[src/sv/mie_pkg.sv]
`timescale 1ns / 1ps
// Shared types and constants for the modular inverse block.
// No dependencies.
package mie_pkg;

  localparam int unsigned MIE_WIDTH = 32;

  typedef enum logic [2:0] {
    S_IDLE,
    S_CHECK,
    S_DIV,
    S_UPDATE,
    S_REDUCE,
    S_FIX
  } mie_state_t;

  typedef struct packed {
    logic start;
  } mie_unit_ctl_t;

  typedef struct packed {
    logic done;
  } mie_unit_sts_t;

endpackage

[src/sv/modular_inverse_ext_euclid.sv]
`timescale 1ns / 1ps
// Modular inverse by extended Euclid; one shared bit-serial divide/MAC unit.
// Each Euclid step passes through check, the divider and update; after the last
// step (or straight from check for a zero modulus) reduce and fix give the result.
// busy is high from the start transfer until the result; the done strobe lasts
// one cycle and the receiver cannot stall.
// Synchronous active-high reset returns the sequencer to idle.
module modular_inverse_ext_euclid import mie_pkg::*; #(
  parameter int unsigned WIDTH = MIE_WIDTH
) (
  input  logic             clk,
  input  logic             rst,
  input  logic             start,
  output logic             busy,
  input  logic [WIDTH-1:0] value,
  input  logic [WIDTH-1:0] modulus,
  output logic             done,
  output logic [WIDTH-1:0] inverse,
  output logic             exists,
  output logic [WIDTH-1:0] divisor
);

  mie_state_t state, state_next;

  logic [WIDTH-1:0] r_prev;
  logic [WIDTH-1:0] r_cur;
  logic [WIDTH-1:0] m_prev;
  logic [WIDTH-1:0] m_cur;
  logic [WIDTH-1:0] mod_q;
  logic [WIDTH-1:0] g;
  logic [WIDTH-1:0] red;
  logic             neg;

  mie_unit_ctl_t    uctl;
  mie_unit_sts_t    usts;
  logic [WIDTH-1:0] urem;
  logic [WIDTH-1:0] uprod;
  logic             accept;

  assign accept = start && !busy;

  mie_step_unit #(.WIDTH(WIDTH)) u_step (
    .clk       (clk),
    .rst       (rst),
    .ctl       (uctl),
    .dividend  (r_prev),
    .divisor   (r_cur),
    .coef      (m_cur),
    .sts       (usts),
    .remainder (urem),
    .product   (uprod)
  );

  always_ff @(posedge clk) begin
    if (rst) begin
      state <= S_IDLE;
    end else begin
      state <= state_next;
    end
  end

  always_comb begin
    state_next = state;
    unique case (state)
      S_IDLE:   if (start) state_next = S_CHECK;
      S_CHECK:  state_next = (r_cur == '0) ? S_REDUCE : S_DIV;
      S_DIV:    if (usts.done) state_next = S_UPDATE;
      S_UPDATE: state_next = (urem == '0) ? S_REDUCE : S_CHECK;
      S_REDUCE: state_next = S_FIX;
      S_FIX:    state_next = S_IDLE;
      default:  state_next = S_IDLE;
    endcase
  end

  always_comb begin
    busy       = 1'b1;
    uctl.start = 1'b0;
    unique case (state)
      S_IDLE:  busy = 1'b0;
      S_CHECK: uctl.start = (r_cur != '0);
      default: busy = 1'b1;
    endcase
  end

  always_ff @(posedge clk) begin
    if (accept) begin
      r_prev <= value;
      r_cur  <= modulus;
      mod_q  <= modulus;
      m_prev <= WIDTH'(1);
      m_cur  <= '0;
      neg    <= 1'b1;
      g      <= '0;
    end else if (state == S_UPDATE) begin
      if (urem == '0) begin
        // hold m_cur and parity as the Bezout coefficient
        g <= r_cur;
      end else begin
        m_prev <= m_cur;
        m_cur  <= uprod + m_prev;
        r_prev <= r_cur;
        r_cur  <= urem;
        neg    <= ~neg;
      end
    end else if (state == S_REDUCE) begin
      red <= (m_cur >= mod_q) ? m_cur - mod_q : m_cur;
    end
  end

  always_ff @(posedge clk) begin
    if (state == S_FIX) begin
      exists  <= (g == WIDTH'(1));
      divisor <= g;
      if (g != WIDTH'(1)) begin
        inverse <= '0;
      end else if (neg && red != '0) begin
        inverse <= mod_q - red;
      end else begin
        inverse <= red;
      end
    end
  end

  always_ff @(posedge clk) begin
    if (rst) begin
      done <= 1'b0;
    end else begin
      done <= (state == S_FIX);
    end
  end

  a_done_idle: assert property (@(posedge clk) disable iff (rst) done |-> !busy)
    else $error("result strobe while busy");

  a_exists_gcd: assert property (@(posedge clk) disable iff (rst)
    done |-> (exists == (divisor == WIDTH'(1))))
    else $error("exists flag disagrees with gcd");

  a_no_inv: assert property (@(posedge clk) disable iff (rst)
    done && !exists |-> inverse == '0)
    else $error("inverse reported without gcd of one");

  a_unit_done: assert property (@(posedge clk) disable iff (rst)
    usts.done |-> state == S_DIV)
    else $error("divider finished outside the divide state");

endmodule

[src/sv/mie_step_unit.sv]
`timescale 1ns / 1ps
// Bit-serial divide with a coefficient shift-add: one quotient bit per cycle.
// Depends on mie_pkg for the control and status structs.
module mie_step_unit import mie_pkg::*; #(
  parameter int unsigned WIDTH = MIE_WIDTH
) (
  input  logic              clk,
  input  logic              rst,
  input  mie_unit_ctl_t     ctl,
  input  logic [WIDTH-1:0]  dividend,
  input  logic [WIDTH-1:0]  divisor,
  input  logic [WIDTH-1:0]  coef,
  output mie_unit_sts_t     sts,
  output logic [WIDTH-1:0]  remainder,
  output logic [WIDTH-1:0]  product
);

  localparam int unsigned CW = (WIDTH > 1) ? $clog2(WIDTH) : 1;

  logic [WIDTH-1:0] rem;
  logic [WIDTH-1:0] quo;
  logic [WIDTH-1:0] acc;
  logic [WIDTH-1:0] dvs;
  logic [WIDTH-1:0] cf;
  logic [CW-1:0]    cnt;
  logic             run;
  logic             done;

  logic [WIDTH:0]   shifted;
  logic [WIDTH+1:0] diff;
  logic             qbit;

  always_comb begin
    shifted = {rem, quo[WIDTH-1]};
    diff    = {1'b0, shifted} - {2'b00, dvs};
    qbit    = ~diff[WIDTH+1];
  end

  always_ff @(posedge clk) begin
    if (rst) begin
      run  <= 1'b0;
      done <= 1'b0;
      cnt  <= '0;
    end else begin
      done <= 1'b0;
      if (ctl.start) begin
        run <= 1'b1;
        cnt <= CW'(WIDTH - 1);
      end else if (run) begin
        cnt <= cnt - 1'b1;
        if (cnt == '0) begin
          run  <= 1'b0;
          done <= 1'b1;
        end
      end
    end
  end

  always_ff @(posedge clk) begin
    if (ctl.start) begin
      rem <= '0;
      quo <= dividend;
      acc <= '0;
      dvs <= divisor;
      cf  <= coef;
    end else if (run) begin
      rem <= qbit ? diff[WIDTH-1:0] : shifted[WIDTH-1:0];
      quo <= {quo[WIDTH-2:0], 1'b0};
      // product never exceeds the next coefficient, so WIDTH bits hold it
      acc <= {acc[WIDTH-2:0], 1'b0} + (qbit ? cf : '0);
    end
  end

  assign sts.done  = done;
  assign remainder = rem;
  assign product   = acc;

endmodule
[config.mk]
export PLATFORM = sky130hd
export DESIGN_NAME = modular_inverse_ext_euclid
export DESIGN_NICKNAME = d
export VERILOG_FILES = /design/src/sv/mie_pkg.sv /design/src/sv/modular_inverse_ext_euclid.sv /design/src/sv/mie_step_unit.sv
export SDC_FILE = /design/constraint.sdc
export NUM_CORES = 1
export LEC_CHECK = 0
export BUFFER_PORTS_ARGS = -buffer_cell sky130_fd_sc_hd__buf_2
export CORE_MARGIN = 4
export CORE_UTILIZATION = 51
export CTS_BUF_LIST = sky130_fd_sc_hd__clkbuf_8
export DETAILED_ROUTE_END_ITERATION = 12
export GPL_ROUTABILITY_DRIVEN = 0
export HOLD_SLACK_MARGIN = 0.03
export PLACE_DENSITY = 0.68
export SKIP_LAST_GASP = 1
export SYNTH_ARGS = -nofsm -noshare
export SYNTH_HDL_FRONTEND = slang
export SYNTH_SLANG_ARGS = --single-unit
[constraint.sdc]
create_clock -name clk -period 8.4 [get_ports clk]
set_input_delay 0.42 -clock clk [delete_from_list [all_inputs] [get_ports clk]]
set_output_delay 0.42 -clock clk [all_outputs]
set_load 0.005 [all_outputs]
==> impl_metrics.csv <==
group,metric,value,unit
global_route,grt_pass1_vias,19651,
synth,synthTopCellsByArea,"edfxtp_1 34%, dfxtp_1 14%, ha_1 7.8%",
setup_path,regToRegEndpoint,"u_step.product[31]",
setup_path,crit_slowest_cell,"a211o_1",
timing,final_max_slew_viol_count,0,
synth,synthDistinctLibCells,80,
synth,async_reset_ff_share,0,%
power,ir_worst_vdd,0.0001764,V
layout,layout.nets,3114,
synth,ys_ff_latch,461,
layout,final_cell_area,0.02883,sq mm
placed_design,dp.cells,3404,
timing,fin_crit,6150,ps
synth,syn_inst,2691,
setup_path,crit_type,"reg2reg",
clock_tree,cts_made_buffers,80,
placed_design,io_buffers,133,
detailed_routing,viasPerCell,5.671,
detailed_routing,drt_iter0_drc,1869,
global_route,grt_start_max_net_pins,114,
synth,synth_top_area_share,34.27,%
global_route,antenna_found_initial,3,
setup_path,worstPathCellList,"inv_1, ha_1, nor2b_1, o2111ai_1, a21oi_1, o211ai_1, a211oi_1, o32a_1, a211o_1, and2_1, ha_1, fa_1, a211oi_1, o21bai_1, o22ai_1, o311ai_1, a221o_1, a21oi_2, o221ai_1, a21o_1, a21oi_1, xnor2_1, a21oi_1",
timing,holdWs,79.07,ps
setup_path,r2r_cells,23,
setup_path,reg2reg_slack,2250,ps
synth,yosysWarnings,0,
timing,worst_clock_skew,59.11,ps
floorplanning,fp.coreArea,0.04905,sq mm
synth,synth_edf_count,289,
setup_path,endpoint,"u_step.product[31]",
global_route,grt-ovfl-total,0,
setup_path,cp-start-kind,"flip-flop",
timing,setup_tns,0,ps
synth,synth_top_area_cell,"edfxtp_1",
clock_tree,post_cts_resized,0,
setup_path,cp-end-kind,"flip-flop",
synth,synthTopCellsByCount,"504 x nand2_1, 289 x edfxtp_1, 253 x a21oi_1",
clock_tree,htreeDepth,3,
timing,worst_slack,2250,ps
clock_tree,clock_latency,680,ps
setup_path,crit_required,8890,ps
clock_tree,cts_sinks,461,
synth,syn_avg_cell_area,9.410,sq um
synth,synth_most_common_cell,"nand2_1",
detailed_routing,finalWirelength,67080,microns
power,power.density,256.0,mW/mm^2
timing,rsz0062_at_grt,"no",
synth,synth_area,0.02532,sq mm
timing,setup-violations-final,0,
setup_path,path_common_cell,"a21oi_1",
synth,seq_area_frac_synth,47.87,%
setup_path,critPathLaunch,"u_step.dvs[1]",
placed_design,place_area,0.02659,sq mm
detailed_routing,detail_route.wl_per_cell,18.55,microns
power,leakagePower,12.07,nW
timing,finalHoldViolations,0,
floorplanning,boundaryPins,134,
global_route,grt_use_total,24.55,%
synth,ys.flop_type,"edfxtp_1",
layout,fin_cells,3617,
floorplanning,die_y,230.8,microns
clock_tree,root_buffer,"clkbuf_8",
detailed_routing,firstDrtPassIters,5,
global_route,grt_pass1_wl,104900,microns
power,fin_total_pwr,7.381,mW
flow_run,maxCapViolCount,0,
clock_tree,cts_tree,"yes",
layout,syn_to_final_growth,13.86,%
hold_path,hold_path.class,"in2reg",
placed_design,hpwl,46890,microns
timing,post-route-period-util,73.21,%
timing,worst_pin_slew,1069,ps
placed_design,place_ws,2376,ps
floorplanning,rows,81,
clock_tree,clockBufferDepth,3,
detailed_routing,vias,20511,
synth,syn-num-nets,2921,
timing,max_freq,162.6,MHz
floorplanning,die-area,0.05328,sq mm
timing,slew_headroom,27.97,%
outcome,outcome,"finished, final reports clean",
layout,drive_gt1_share,10.58,%
setup_path,cp_max_fo,8,
setup_path,crit_arrival,6640,ps
clock_tree,clk_pin_slew_worst_paths,60,ps
setup_path,crit-reg2reg-launch,"u_step.dvs[1]",
detailed_routing,drc,0,
floorplanning,die_x,230.8,microns
detailed_routing,antenna_left,0,
floorplanning,start_util,51.62,%
layout,fin_util,58.78,%
setup_path,cp_slowest_stage_delay,480,ps
==> how the worst min path moves through the flow <==
stage / slack (ps) / end / from / cells past startpoint
global route: 50 / mod_q[21] / modulus[21] / 1
global placement: 440 / divisor[26] / g[26] / 0
detailed placement: 450 / divisor[9] / g[9] / 0
CTS: 40 / mod_q[21] / modulus[21] / 1
finish: 80 / mod_q[21] / modulus[21] / 1
floorplan: 420 / divisor[0] / g[0] / 0
==> critical path, delay by kind of cell (launching register included) <==
kind | cells | cell delay (ps)
AND/OR/NAND/NOR | 2 | 370
buffers and inverters | 1 | 90
XOR/XNOR | 1 | 140
flip-flops | 1 | 420
adder cells (fa/ha/maj) | 3 | 880
AO/OA/AOI/OAI | 16 | 4070
==> cell usage in the layout (no fill, tap or decap), types with 21 or more instances in the layout <==
cell and instances:
nand2_1 502, edfxtp_1 289, a21oi_1 253, nor2_1 228, dfxtp_1 171, inv_1 166, ha_1 158, buf_2 133
o21ai_0 107, clkbuf_8 93, xnor2_1 82, mux2i_1 68, dlygate4sd3_1 62, a21o_1 55, xor2_1 48, and2_1 40
nor4_1 39, nand3_1 32, a211oi_1 31, nor3_1 31, and3_1 23, nand2b_1 23, nand4_1 21, nor2b_1 21
==> flip-flops by register name, indices dropped and copies added (netlist names), 5 cells and up <==
| name | count |
|---|---|
| u_step.remainder | 32 |
| u_step.dvs | 32 |
| r_cur | 32 |
| divisor | 32 |
| u_step.cf | 32 |
| mod_q | 32 |
| m_cur | 32 |
| u_step.product | 32 |
| u_step.quo | 32 |
| g | 32 |
| red | 32 |
| r_prev | 32 |
| inverse | 32 |
| u_step.cnt | 5 |
| m_prev | 32 |
==> metal layers <==
layer	wire [microns]	track usage, %	vias to the layer above
met3	5638	5.084	112
met1	29500	34.16	9764
met5	0	0	-
met2	30060	38.32	690
li1	-	-	9945
met4	1875	8.607	0
==> kinds of logic after synthesis <==
| family | after synthesis | share of synthesized area [%] |
|---|---|---|
| AND/OR/NAND/NOR | 1006 | 17.52 |
| AO/OA/AOI/OAI | 606 | 14.92 |
| multiplexers | 79 | 3.177 |
| adder cells (fa/ha/maj) | 163 | 8.202 |
| buffers and inverters | 245 | 3.755 |
| flip-flops | 461 | 47.87 |
| XOR/XNOR | 131 | 4.561 |
==> where the power goes <==
group          leakage, nW  switching [mW]  internal (mW)
Combinational         7.07            1.39          0.913
Clock                0.934           0.948           1.11
Sequential            4.07           0.287           2.73
==> area by class of cell <==
type	instances	area [sq um]
Fill cell	4277	20220
Tap cell	664	830.8
Antenna cell	3	7.507
Inverter	143	544.3
Timing Repair Buffer	213	1421
Sequential cell	461	12130
Multi-Input combinational cell	1985	12290
Clock inverter	55	332.8
Clock buffer	93	1280
==> timing repair <==
action,in CTS,in global routing
hold buffers,62,0
setup buffers,0,0
hold endpoints to repair,75,0
setup endpoints to repair,0,0
No activity file was read; power rests on OpenSTA's default activity.
